File: config.mk
export PLATFORM = sky130hd
export DESIGN_NAME = strided_2d_dma_engine
export DESIGN_NICKNAME = d
export VERILOG_FILES = /design/src/rtl/s2dma_pkg.sv /design/src/rtl/strided_2d_dma_engine.sv /design/src/rtl/s2dma_exec.sv /design/src/rtl/s2dma_outq.sv
export SDC_FILE = /design/constraint.sdc
export NUM_CORES = 2
export LEC_CHECK = 0
export BUFFER_PORTS_ARGS = -buffer_cell sky130_fd_sc_hd__buf_2
export CORE_ASPECT_RATIO = 1.2
export CORE_MARGIN = 1.5
export CORE_UTILIZATION = 40
export CTS_CLUSTER_DIAMETER = 30
export DETAILED_ROUTE_END_ITERATION = 8
export GPL_TIMING_DRIVEN = 0
export PLACE_DENSITY_LB_ADDON = 0.3
export SLEW_MARGIN = 25
export SYNTH_ARGS = -nofsm -noshare
export SYNTH_HDL_FRONTEND = slang
export SYNTH_HIERARCHICAL = 1
export SYNTH_SLANG_ARGS = --single-unit
File: constraint.sdc
create_clock -name clk -period 12.5 [get_ports clk]
set_input_delay 1.25 -clock clk [delete_from_list [all_inputs] [get_ports clk]]
set_output_delay 1.25 -clock clk [all_outputs]
set_load 0.1 [all_outputs]
File: src/rtl/s2dma_pkg.sv
// Shared types and constants of the strided 2-D DMA engine.
// Used by s2dma_exec, s2dma_outq and strided_2d_dma_engine; depends on nothing.
`default_nettype none

package s2dma_pkg;

  localparam int REG_WORDS_DEF = 6;
  localparam int OUTQ_DEPTH    = 4;

  localparam int WORD_CTRL   = 0;
  localparam int WORD_SRC    = 1;
  localparam int WORD_DST    = 2;
  localparam int WORD_GEOM   = 3;
  localparam int WORD_STATUS = 5;

  localparam logic CFG_REGION_BASE  = 1'b0;
  localparam logic CFG_REGION_BYTES = 1'b1;

  typedef enum logic [1:0] {
    REQ_READ   = 2'd0,
    REQ_WRITE  = 2'd1,
    REQ_RETURN = 2'd2
  } req_type_t;

  typedef enum logic [1:0] {
    SIZE_BYTE = 2'd0,
    SIZE_HALF = 2'd1,
    SIZE_WORD = 2'd2
  } size_t_e_t;

  typedef enum logic [1:0] {
    KIND_RDATA = 2'd0,
    KIND_WDONE = 2'd1,
    KIND_MRD   = 2'd2,
    KIND_MWR   = 2'd3
  } kind_t;

  typedef enum logic [1:0] {
    ERR_NONE   = 2'd0,
    ERR_RANGE  = 2'd1,
    ERR_CONFIG = 2'd2
  } err_t;

  typedef struct packed {
    req_type_t   req_type;
    logic [31:0] bus_addr;
    logic [1:0]  access_size;
    logic        sign_extend;
    logic [31:0] payload;
  } req_t;

  typedef struct packed {
    kind_t       out_kind;
    logic [31:0] out_addr;
    logic [31:0] out_data;
    logic [2:0]  valid_bytes;
    err_t        error_code;
    logic        last;
  } res_t;

endpackage

`default_nettype wire

File: src/rtl/strided_2d_dma_engine.sv
// Top level of the strided 2-D DMA engine: request register, datapath, result queue.
// Depends on s2dma_pkg, s2dma_exec and s2dma_outq.
//
//  channel  dir  handshake          payload
//  s_*      in   tvalid/tready      request: tuser kind, tdata fields
//  m_*      out  tvalid/tready      result: tuser kind, tdata fields, tlast
//  cfg_*    in   cfg_we             region_base (0), region_bytes (1)
//
// One request per cycle when the result queue has room: it waits in the request register, and its
// results are written to the result queue as it leaves that register.
// A request is held while the queue has fewer than two free entries.
// Results leave one per cycle while m_tready is high, so the output side limits the
// rate of requests that cause two results.
// Synchronous reset clears all control state and the register file; the region resets to base 0, 24 bytes.
`default_nettype none

module strided_2d_dma_engine #(
  parameter int REG_WORDS = s2dma_pkg::REG_WORDS_DEF
) (
  input  wire logic        clk,
  input  wire logic        rst,
  input  wire logic        cfg_we,
  input  wire logic        cfg_idx,
  input  wire logic [31:0] cfg_wdata,
  input  wire logic        s_tvalid,
  output logic             s_tready,
  // bus_addr[31:0], access_size[33:32], sign_extend[34], payload[66:35], zero pad
  input  wire logic [71:0] s_tdata,
  // req_type[1:0]
  input  wire logic [1:0]  s_tuser,
  output logic             m_tvalid,
  input  wire logic        m_tready,
  // out_addr[31:0], out_data[63:32], valid_bytes[66:64], error_code[68:67], zero pad
  output logic [71:0]      m_tdata,
  // out_kind[1:0]
  output logic [1:0]       m_tuser,
  output logic             m_tlast
);

  logic            req_valid;
  s2dma_pkg::req_t req;
  logic            fire;
  logic            room2;
  logic [1:0]      nres;
  logic [1:0]      npush;
  s2dma_pkg::res_t res0;
  s2dma_pkg::res_t res1;
  s2dma_pkg::res_t dout;

  assign fire     = req_valid && room2;
  assign s_tready = !req_valid || fire;
  assign npush    = fire ? nres : 2'd0;

  always_ff @(posedge clk) begin
    if (rst) begin
      req_valid <= 1'b0;
    end else if (s_tready) begin
      req_valid <= s_tvalid;
    end
  end

  always_ff @(posedge clk) begin
    if (s_tvalid && s_tready) begin
      req.req_type    <= s2dma_pkg::req_type_t'(s_tuser);
      req.bus_addr    <= s_tdata[31:0];
      req.access_size <= s_tdata[33:32];
      req.sign_extend <= s_tdata[34];
      req.payload     <= s_tdata[66:35];
    end
  end

  s2dma_exec #(
    .REG_WORDS (REG_WORDS)
  ) u_exec (
    .clk       (clk),
    .rst       (rst),
    .cfg_we    (cfg_we),
    .cfg_idx   (cfg_idx),
    .cfg_wdata (cfg_wdata),
    .req       (req),
    .fire      (fire),
    .res0      (res0),
    .res1      (res1),
    .nres      (nres)
  );

  s2dma_outq u_outq (
    .clk    (clk),
    .rst    (rst),
    .npush  (npush),
    .din0   (res0),
    .din1   (res1),
    .room2  (room2),
    .dvalid (m_tvalid),
    .dready (m_tready),
    .dout   (dout)
  );

  assign m_tdata = {3'b000, dout.error_code, dout.valid_bytes, dout.out_data, dout.out_addr};
  assign m_tuser = dout.out_kind;
  assign m_tlast = dout.last;

endmodule

`default_nettype wire

File: src/rtl/s2dma_exec.sv
// Register file, transfer state and the single-pass request datapath.
// Produces up to two results per request; depends on s2dma_pkg.
`default_nettype none

module s2dma_exec #(
  parameter int REG_WORDS = s2dma_pkg::REG_WORDS_DEF
) (
  input  wire logic              clk,
  input  wire logic              rst,
  input  wire logic              cfg_we,
  input  wire logic              cfg_idx,
  input  wire logic [31:0]       cfg_wdata,
  input  wire s2dma_pkg::req_t   req,
  input  wire logic              fire,
  output s2dma_pkg::res_t        res0,
  output s2dma_pkg::res_t        res1,
  output logic [1:0]             nres
);

  localparam int RF_BYTES = REG_WORDS * 4;
  localparam int SB       = (RF_BYTES < 32) ? RF_BYTES : 32;
  localparam int LW       = $clog2(RF_BYTES + 1);

  logic [31:0]     region_base;
  logic [4:0]      region_bytes;
  logic [8*SB-1:0] regs;
  logic [8*SB-1:0] regs_next;
  logic            busy;
  logic            busy_next;
  logic [7:0]      row_index;
  logic [7:0]      row_index_next;
  logic [8:0]      row_offset;
  logic [8:0]      row_offset_next;
  logic [31:0]     src_base;
  logic [31:0]     src_base_next;
  logic [31:0]     dst_base;
  logic [31:0]     dst_base_next;
  logic [31:0]     pend_dest;
  logic [31:0]     pend_dest_next;
  logic [2:0]      pend_cnt;
  logic [2:0]      pend_cnt_next;
  logic [7:0]      lat_hm1;
  logic [7:0]      lat_hm1_next;
  logic [8:0]      lat_width;
  logic [8:0]      lat_width_next;
  logic [7:0]      lat_ss;
  logic [7:0]      lat_ss_next;
  logic [7:0]      lat_ds;
  logic [7:0]      lat_ds_next;

  logic [2:0]      nbytes;
  logic [LW-1:0]   limit;
  logic [31:0]     off;
  logic            inrange;
  logic [8*SB-1:0] rd_vec;
  logic [31:0]     rd_word;
  logic [31:0]     rdata;
  logic [8*SB-1:0] regs_wr;
  logic [4:0]      rel;
  logic [31:0]     w3;
  logic [8:0]      geo_w;
  logic            bad_cfg;
  logic [8:0]      off_sum;
  logic            row_end;
  logic [8:0]      n_off;
  logic [31:0]     n_src;
  logic [31:0]     n_dst;
  logic [8:0]      left;
  logic [2:0]      n_cnt;

  always_comb begin
    unique case (req.access_size)
      s2dma_pkg::SIZE_BYTE: nbytes = 3'd1;
      s2dma_pkg::SIZE_HALF: nbytes = 3'd2;
      default:              nbytes = 3'd4;
    endcase
  end

  assign limit   = (LW'(region_bytes) < LW'(RF_BYTES)) ? LW'(region_bytes) : LW'(RF_BYTES);
  assign off     = req.bus_addr - region_base;
  assign inrange = (33'(off) + 33'(nbytes)) <= 33'(limit);
  assign rd_vec  = regs >> {off[4:0], 3'b000};
  assign rd_word = rd_vec[31:0];

  always_comb begin
    unique case (nbytes)
      3'd1:    rdata = {{24{req.sign_extend & rd_word[7]}}, rd_word[7:0]};
      3'd2:    rdata = {{16{req.sign_extend & rd_word[15]}}, rd_word[15:0]};
      default: rdata = rd_word;
    endcase
  end

  always_comb begin
    regs_wr = regs;
    rel     = 5'd0;
    for (int j = 0; j < SB; j++) begin
      rel = 5'(j) - off[4:0];
      if (rel < 5'(nbytes)) begin
        regs_wr[8*j +: 8] = req.payload[8*rel[1:0] +: 8];
      end
    end
  end

  assign w3      = regs_wr[32*s2dma_pkg::WORD_GEOM +: 32];
  assign geo_w   = 9'(w3[15:8]) + 9'd1;
  assign bad_cfg = (w3[7:0] != 8'd0) &&
                   ((9'(w3[31:24]) < geo_w) || (9'(w3[23:16]) < geo_w));

  assign off_sum = row_offset + 9'(pend_cnt);
  assign row_end = off_sum >= lat_width;
  assign n_off   = row_end ? 9'd0 : off_sum;
  assign n_src   = row_end ? src_base + 32'(lat_ss) : src_base;
  assign n_dst   = row_end ? dst_base + 32'(lat_ds) : dst_base;
  assign left    = lat_width - n_off;
  assign n_cnt   = (left >= 9'd4) ? 3'd4 : left[2:0];

  always_comb begin
    res0            = '0;
    res1            = '0;
    nres            = 2'd0;
    regs_next       = regs;
    busy_next       = busy;
    row_index_next  = row_index;
    row_offset_next = row_offset;
    src_base_next   = src_base;
    dst_base_next   = dst_base;
    pend_dest_next  = pend_dest;
    pend_cnt_next   = pend_cnt;
    lat_hm1_next    = lat_hm1;
    lat_width_next  = lat_width;
    lat_ss_next     = lat_ss;
    lat_ds_next     = lat_ds;
    res0.last       = 1'b1;
    unique case (req.req_type)
      s2dma_pkg::REQ_READ: begin
        nres          = 2'd1;
        res0.out_kind = s2dma_pkg::KIND_RDATA;
        if (inrange) begin
          res0.out_data = rdata;
        end else begin
          res0.error_code = s2dma_pkg::ERR_RANGE;
        end
      end
      s2dma_pkg::REQ_WRITE: begin
        nres          = 2'd1;
        res0.out_kind = s2dma_pkg::KIND_WDONE;
        if (!inrange) begin
          res0.error_code = s2dma_pkg::ERR_RANGE;
        end else begin
          regs_next = regs_wr;
          if (!busy && regs_wr[0]) begin
            if (bad_cfg) begin
              res0.error_code = s2dma_pkg::ERR_CONFIG;
            end else begin
              nres             = 2'd2;
              res0.last        = 1'b0;
              busy_next        = 1'b1;
              row_index_next   = 8'd0;
              row_offset_next  = 9'd0;
              lat_hm1_next     = w3[7:0];
              lat_width_next   = geo_w;
              lat_ds_next      = w3[23:16];
              lat_ss_next      = w3[31:24];
              src_base_next    = regs_wr[32*s2dma_pkg::WORD_SRC +: 32];
              dst_base_next    = regs_wr[32*s2dma_pkg::WORD_DST +: 32];
              pend_dest_next   = regs_wr[32*s2dma_pkg::WORD_DST +: 32];
              pend_cnt_next    = (geo_w >= 9'd4) ? 3'd4 : geo_w[2:0];
              res1.out_kind    = s2dma_pkg::KIND_MRD;
              res1.out_addr    = regs_wr[32*s2dma_pkg::WORD_SRC +: 32];
              res1.valid_bytes = 3'd4;
              res1.last        = 1'b1;
            end
          end
        end
      end
      s2dma_pkg::REQ_RETURN: begin
        if (busy) begin
          res0.out_kind    = s2dma_pkg::KIND_MWR;
          res0.out_addr    = pend_dest;
          res0.out_data    = req.payload;
          res0.valid_bytes = pend_cnt;
          row_offset_next  = n_off;
          if (row_end && (row_index >= lat_hm1)) begin
            nres      = 2'd1;
            busy_next = 1'b0;
            regs_next[0] = 1'b0;
            regs_next[32*s2dma_pkg::WORD_STATUS] = 1'b1;
          end else begin
            nres             = 2'd2;
            res0.last        = 1'b0;
            if (row_end) begin
              row_index_next = row_index + 8'd1;
            end
            src_base_next    = n_src;
            dst_base_next    = n_dst;
            pend_dest_next   = n_dst + 32'(n_off);
            pend_cnt_next    = n_cnt;
            res1.out_kind    = s2dma_pkg::KIND_MRD;
            res1.out_addr    = n_src + 32'(n_off);
            res1.valid_bytes = 3'd4;
            res1.last        = 1'b1;
          end
        end
      end
      default: begin
        nres = 2'd0;
      end
    endcase
  end

  always_ff @(posedge clk) begin
    if (rst) begin
      region_base  <= '0;
      region_bytes <= 5'd24;
      regs         <= '0;
      busy         <= 1'b0;
      row_index    <= '0;
      row_offset   <= '0;
      src_base     <= '0;
      dst_base     <= '0;
      pend_dest    <= '0;
      pend_cnt     <= '0;
      lat_hm1      <= '0;
      lat_width    <= '0;
      lat_ss       <= '0;
      lat_ds       <= '0;
    end else begin
      if (cfg_we) begin
        unique case (cfg_idx)
          s2dma_pkg::CFG_REGION_BASE:  region_base  <= cfg_wdata;
          s2dma_pkg::CFG_REGION_BYTES: region_bytes <= cfg_wdata[4:0];
          default: ;
        endcase
      end
      if (fire) begin
        regs       <= regs_next;
        busy       <= busy_next;
        row_index  <= row_index_next;
        row_offset <= row_offset_next;
        src_base   <= src_base_next;
        dst_base   <= dst_base_next;
        pend_dest  <= pend_dest_next;
        pend_cnt   <= pend_cnt_next;
        lat_hm1    <= lat_hm1_next;
        lat_width  <= lat_width_next;
        lat_ss     <= lat_ss_next;
        lat_ds     <= lat_ds_next;
      end
    end
  end

endmodule

`default_nettype wire

File: src/rtl/s2dma_outq.sv
// Result queue: takes zero, one or two results per cycle, delivers one while dready is high.
// Depends on s2dma_pkg.
`default_nettype none

module s2dma_outq (
  input  wire logic            clk,
  input  wire logic            rst,
  input  wire logic [1:0]      npush,
  input  wire s2dma_pkg::res_t din0,
  input  wire s2dma_pkg::res_t din1,
  output logic                 room2,
  output logic                 dvalid,
  input  wire logic            dready,
  output s2dma_pkg::res_t      dout
);

  localparam int PW = $clog2(s2dma_pkg::OUTQ_DEPTH);
  localparam int CW = $clog2(s2dma_pkg::OUTQ_DEPTH + 1);

  s2dma_pkg::res_t mem [s2dma_pkg::OUTQ_DEPTH];
  logic [PW-1:0]   wr_ptr;
  logic [PW-1:0]   rd_ptr;
  logic [CW-1:0]   count;
  logic            pop;

  assign dvalid = count != '0;
  assign dout   = mem[rd_ptr];
  assign pop    = dvalid && dready;
  assign room2  = count <= CW'(s2dma_pkg::OUTQ_DEPTH - 2);

  always_ff @(posedge clk) begin
    if (npush != 2'd0) begin
      mem[wr_ptr] <= din0;
    end
    if (npush == 2'd2) begin
      mem[wr_ptr + PW'(1)] <= din1;
    end
  end

  always_ff @(posedge clk) begin
    if (rst) begin
      wr_ptr <= '0;
      rd_ptr <= '0;
      count  <= '0;
    end else begin
      wr_ptr <= wr_ptr + PW'(npush);
      rd_ptr <= rd_ptr + PW'(pop);
      count  <= count + CW'(npush) - CW'(pop);
    end
  end

endmodule

`default_nettype wire

Word level (Yosys, flattened, before mapping)
Memories as Yosys holds them, arrays and structs flattened. A register that Yosys moved wholly into a read port is not among the register bits.
Cells that the tools add are included.
- add/sub/neg operators: 39
- order comparisons: 33
- eq/ne operators: 14
- shift operators: 25
- multiplexer cells: 119
- bitwise operators: 4
- reduce and logical (&&, ||, !) cells: 38
- operator list (kind ; number):
    $shiftx A32 B6 Y8 ; 24
    $mux W32 ; 16
    $pmux W32 S2 ; 5
    $mux W8 ; 26
    $shr A192 B8 Y32 ; 1
    $mux W34 ; 5
    $mux W161 ; 1
    $lt A5 B3 Y1 ; 24
    $mux W69 ; 1
    $pmux W34 S2 ; 1
    $add A32 B8 Y32 ; 2
    $add A32 B9 Y32 ; 2
    $reduce_and A4 Y1 ; 12
    $mux W9 ; 5
    $mux W3 ; 14
    $sub A4 B5 Y5 const A ; 8
    $sub A5 B5 Y5 const A ; 8
    $add A32 B3 Y33 ; 1
    $le A33 B5 Y1 ; 1
    $sub A32 B32 Y32 ; 1
    $mux W1 ; 22
    $sub A3 B5 Y5 const A ; 4
    $ge A9 B3 Y1 const B ; 2
    $lt A8 B9 Y1 ; 2
    44 further kinds ; 84
- register bits after elaboration: 456
- RAM bits: 288
- output and inout bits: 77
- word-level logic and storage cells: 310
- memories kept: 1
- memory list (name ; words ; bits a word ; rd ports ; clocked after Yosys merged registers in ; wr ports ; line ; RTL):
    u_outq.mem ; 4 ; 72 ; 1 ; 1 ; 2 ; s2dma_outq.sv:20 ; s2dma_pkg::res_t mem [s2dma_pkg::OUTQ_DEPTH];

Depth between registers and ports, before layout
- depth in word-level cells: 16
- depth in mapped cells: 43
- gate-level depth less buffers: 32

Hierarchy
The synthesis kept the hierarchy.
- modules (own cells, without submodules) (module ; times used ; cells each ; area an instance (sq um)):
    s2dma_exec ; 1 ; 4181 ; 32469.9
    s2dma_outq ; 1 ; 741 ; 14420.1
    strided_2d_dma_engine ; 1 ; 81 ; 2175.8

Worst setup path after synthesis
No wires, ideal clock.
- kind: register to register
- start point: reg, netlist name req[35]
- end point: mem u_outq/mem[0][0] (netlist name), enable pin
- arrival time: 12.840 ns
- slack: -0.942 ns
- stages on the path, launching flop included: 37
- period minus slack after synthesis: 13.442 ns
- path through: edfxtp_1 inv_1 ha_1 inv_1 fa_1 xor2_1 clkbuf_1 buf_1 clkbuf_1 clkbuf_1 ha_1 inv_1 ha_1 a21oi_1 and3_1 buf_2 buf_1 mux2_2 ha_1 clkbuf_1 xor2_1 ha_1 nor3_1 mux2i_1 o22a_1 maj3_2 maj3_2 o21ai_1 a211oi_2 and4_1 buf_2 nor2_1 nor2_1 and3_2 buf_4 o21bai_1 o21ai_0
- RTL lines (element ; line):
    end, declared ; s2dma_outq.sv:20

==> results by group <==
Status
  • Status: finished clean

GRT
  • Largest net degree at the start of global routing: 39
  • Vias in the first global route: 42136
  • Total congestion overflow: 0
  • First-pass GRT wire length: 308000 µm
  • Antenna violations before repair: 12
  • GRT Util Overall: 34.6%

Logic synthesis
  • Synth warn: 6
  • Synth area leader: edfxtp_1
  • Yosys reg bits: 744
  • Syn Inst Count: 5003
  • Xor/xnor cell area share of the yosys netlist: 3.33%
  • Asr flop ratio synth: 0%
  • Largest family of logic cells by synthesized area: multiplexers
  • Most frequent cell after synthesis: nand2_1
  • Mapped Area: 0.0491 mm²
  • Number of synthesized flops with an enable pin: 357
  • Synth Area in Adders: 4.13%
  • Synth area leaders: edfxtp_1 (22%), dfxtp_1 (16%), mux2_2 (7.7%)
  • Distinct cell type count after synthesis: 120
  • Seq/Total Area, Yosys: 37.6%
  • Ys flop type: dfxtp_1
  • Mux cell area share after synthesis: 21.0%
  • Synth cell count leaders: nand2_1 (563), nor2_1 (435), dfxtp_1 (387)
  • Simple-gate share of the synthesized area: 15.4%
  • Compound-gate portion of the synthesized area: 13.1%
  • Syn_area_per_cell: 9.81 µm²
  • Synth top area share: 21.8%

Power
  • Leak pwr: 23.1 nW
  • Pwr Density: 172 mW/mm²
  • Worst vdd ir: 0.000202 V

Finish
  • Layout cells sized above 1: 22.8%
  • Area growth syn-to-layout: 20.1%
  • Post-route cell area: 0.0589 mm²
  • Non-Filler Instances: 7185
  • Final net count: 5671

Routing
  • DRT Wirelength: 220000 µm
  • TritonRoute pass-1 iters: 6
  • DR DRC count: 0
  • Antenna Nets Post-Route: 0
  • Wirelength per Cell: 30.6 µm
  • Vias: 43960
  • Vias/cell: 6.12
  • Drt first-iter violations: 5089

Timing
  • Setup violators final: 0
  • Unrepaired setup endpoints after global routing: no
  • Final hold vios: 0
  • Final worst path period need: 12.26 ns
  • Total negative slack: 0 ns
  • Slew Limit Fails: 0
  • Slew margin rel.: 8.87%
  • Slew @ Worst Pin: 1.35 ns
  • Final period util: 98.1%
  • FMAX: 81.6 MHz
  • Fin Clk Skew: 0.0746 ns

Clocking
  • CTS max path bufs: 3
  • H-tree depth: 4
  • TritonCTS clock tree: yes
  • Clock root buffer master: clkbuf_16
  • Reg clk slew, reported paths: 0.05 ns
  • Setup bufs post-CTS: 0
  • CTS resizes: 7
  • Clock tree sinks: 744
  • Hold-fix buffers, CTS: 0
  • Clk_lat worst skew: 0.82 ns
  • CTS Buf Count: 167

Place
  • Port Buffer Count: 180
  • Post-DP Area: 0.0527 mm²
  • Dpl cells: 6872
  • Gpl congestion: 1.06
  • Detailed Place HPWL: 168000 µm

Critical path
  • WP data required: 12.97 ns
  • Critical-path top delay cell: fa_1
  • Crit end category: flip-flop
  • Crit Path Class: flip-flop to flip-flop
  • Data arrival, critical path: 12.73 ns
  • CP max FO: 17
  • WP buf/inv: 19
  • Worst stage delay on the critical path: 0.66 ns
  • Most used cell, CP: buf_2
  • Setup crit start kind: flip-flop
  • Crit path max-delay family: buffers and inverters

Floorplanning
  • DIE HEIGHT: 387 µm
  • Ports: 189
  • FP Rows: 140
  • Die width: 323 µm
  • Core ar.: 0.122 mm²
  • Die area: 0.125 mm²
  • Starting Density: 40.4%

Hold path
  • Worst Hold Class: flip-flop to flip-flop

Job
  • Max-cap viol count: 0
-- state kept, by name, summed over array words and instances (netlist names) --
signal,flops
u_outq/mem,288
u_exec/regs,192
req,69
u_exec/dst_base,32
u_exec/pend_dest,32
u_exec/region_base,32
u_exec/src_base,32
u_exec/lat_width,9
u_exec/row_offset,9
u_exec/lat_ds,8
u_exec/lat_hm1,8
u_exec/lat_ss,8
u_exec/row_index,8
u_exec/region_bytes,5
u_exec/pend_cnt,3
u_outq/count,3
u_outq/rd_ptr,2
u_outq/wr_ptr,2
req_valid,1
u_exec/busy,1
-- where the power goes --
group | switching (W) | internal, W | total [W] | leakage, nW
combinational | 0.00203 | 0.000708 | 0.00274 | 13.5
sequential | 0.0000392 | 0.00260 | 0.00264 | 6.67
clock | 0.00161 | 0.00317 | 0.00478 | 2.93
total | 0.00369 | 0.00647 | 0.0102 | 23.1
-- cell usage in the layout, fill, tap and decap left out, types with 20 or more instances in the layout --
master      count
o21ai_0       161
o21ai_1        37
mux2_2        335
ha_1          144
nand3_1       103
mux2i_1       349
dfxtp_1       387
o22ai_1        61
nand2b_1       22
buf_1          24
clkbuf_1      186
nor2_1        428
nor3_1         78
or2_2          20
nand2_1       563
o211ai_1       29
clkinvlp_4     24
bufinv_16      29
buf_6          26
a31oi_1        46
nand3b_1       42
a21oi_1       297
conb_1         40
a211oi_1       64
mux4_2        134
xnor2_1       112
xor2_1         64
and3_1         93
a21o_1         43
nand4_1        35
edfxtp_1      357
inv_1         149
a211oi_2       22
clkbuf_16     168
nor2b_1        35
and2_1         26
buf_4          56
buf_2         255
nor4_1         24
-- logic make-up (layout without fill, tap and decap cells) --
logic type,after synthesis,count (layout)
flip-flops,744,744
multiplexers,821,821
buffers and inverters,535,1042
AO/OA/AOI/OAI,984,984
AND/OR/NAND/NOR,1579,1579
XOR/XNOR,181,181
adder cells (fa/ha/maj),157,157
other,2,44
-- worst min-delay path: cells and delay by family (launching register included) --
| kind | cells | cell delay (ns) |
|---|---|---|
| AO/OA/AOI/OAI | 1 | 0.05 |
| flip-flops | 1 | 0.30 |
| AND/OR/NAND/NOR | 1 | 0.05 |
-- area by class of cell --
| class | count | area [µm²] |
|---|---|---|
| Fill cell | 11287 | 62600 |
| Multi-Input combinational cell | 3762 | 28200 |
| Sequential cell | 744 | 18500 |
| Clock buffer | 190 | 4370 |
| Buffer | 378 | 2050 |
| Tap cell | 1633 | 2040 |
| Clock inverter | 121 | 1850 |
| Timing Repair Buffer | 198 | 1320 |
| Inverter | 155 | 583 |
| Antenna cell | 4 | 10.0 |
-- through the flow --
step / util (%) / setup WS [ns] / hold slack (ns) / power, W
floorplan: - / 0.856 / 0.427 / 0.00443
global placement: 42.9 / -7.26 / 0.439 / 0.00532
detailed placement: 43.3 / -1.19 / 0.441 / 0.00533
CTS: 48.4 / 0.0101 / 0.448 / 0.0101
global route: 48.5 / 0.0923 / 0.466 / 0.0104
finish: 48.5 / 0.242 / 0.449 / 0.0102
-- per-layer routing --
layer	vias to the layer above	share of wire [%]	GRT usage, %
met3	608	9.5	8.02
met4	4	6.7	20.2
met1	21592	39	43.4
met5	-	0.012	0
met2	2540	45	54.2
li1	19216	-	-
-- worst paths after layout --
kind / from / to / slack (ns) / cells past startpoint
worst min-delay path: u_exec/pend_dest[14] / u_exec/pend_dest[14] / 0.45 / 2
worst min register to register: u_exec/pend_dest[14] / u_exec/pend_dest[14] / 0.45 / 2
worst max-delay path: req[35] / u_outq/mem[0][24] / 0.24 / 39
worst max register to register: req[35] / u_outq/mem[0][24] / 0.24 / 39
Note: power is estimated with default switching activity, not from simulation.
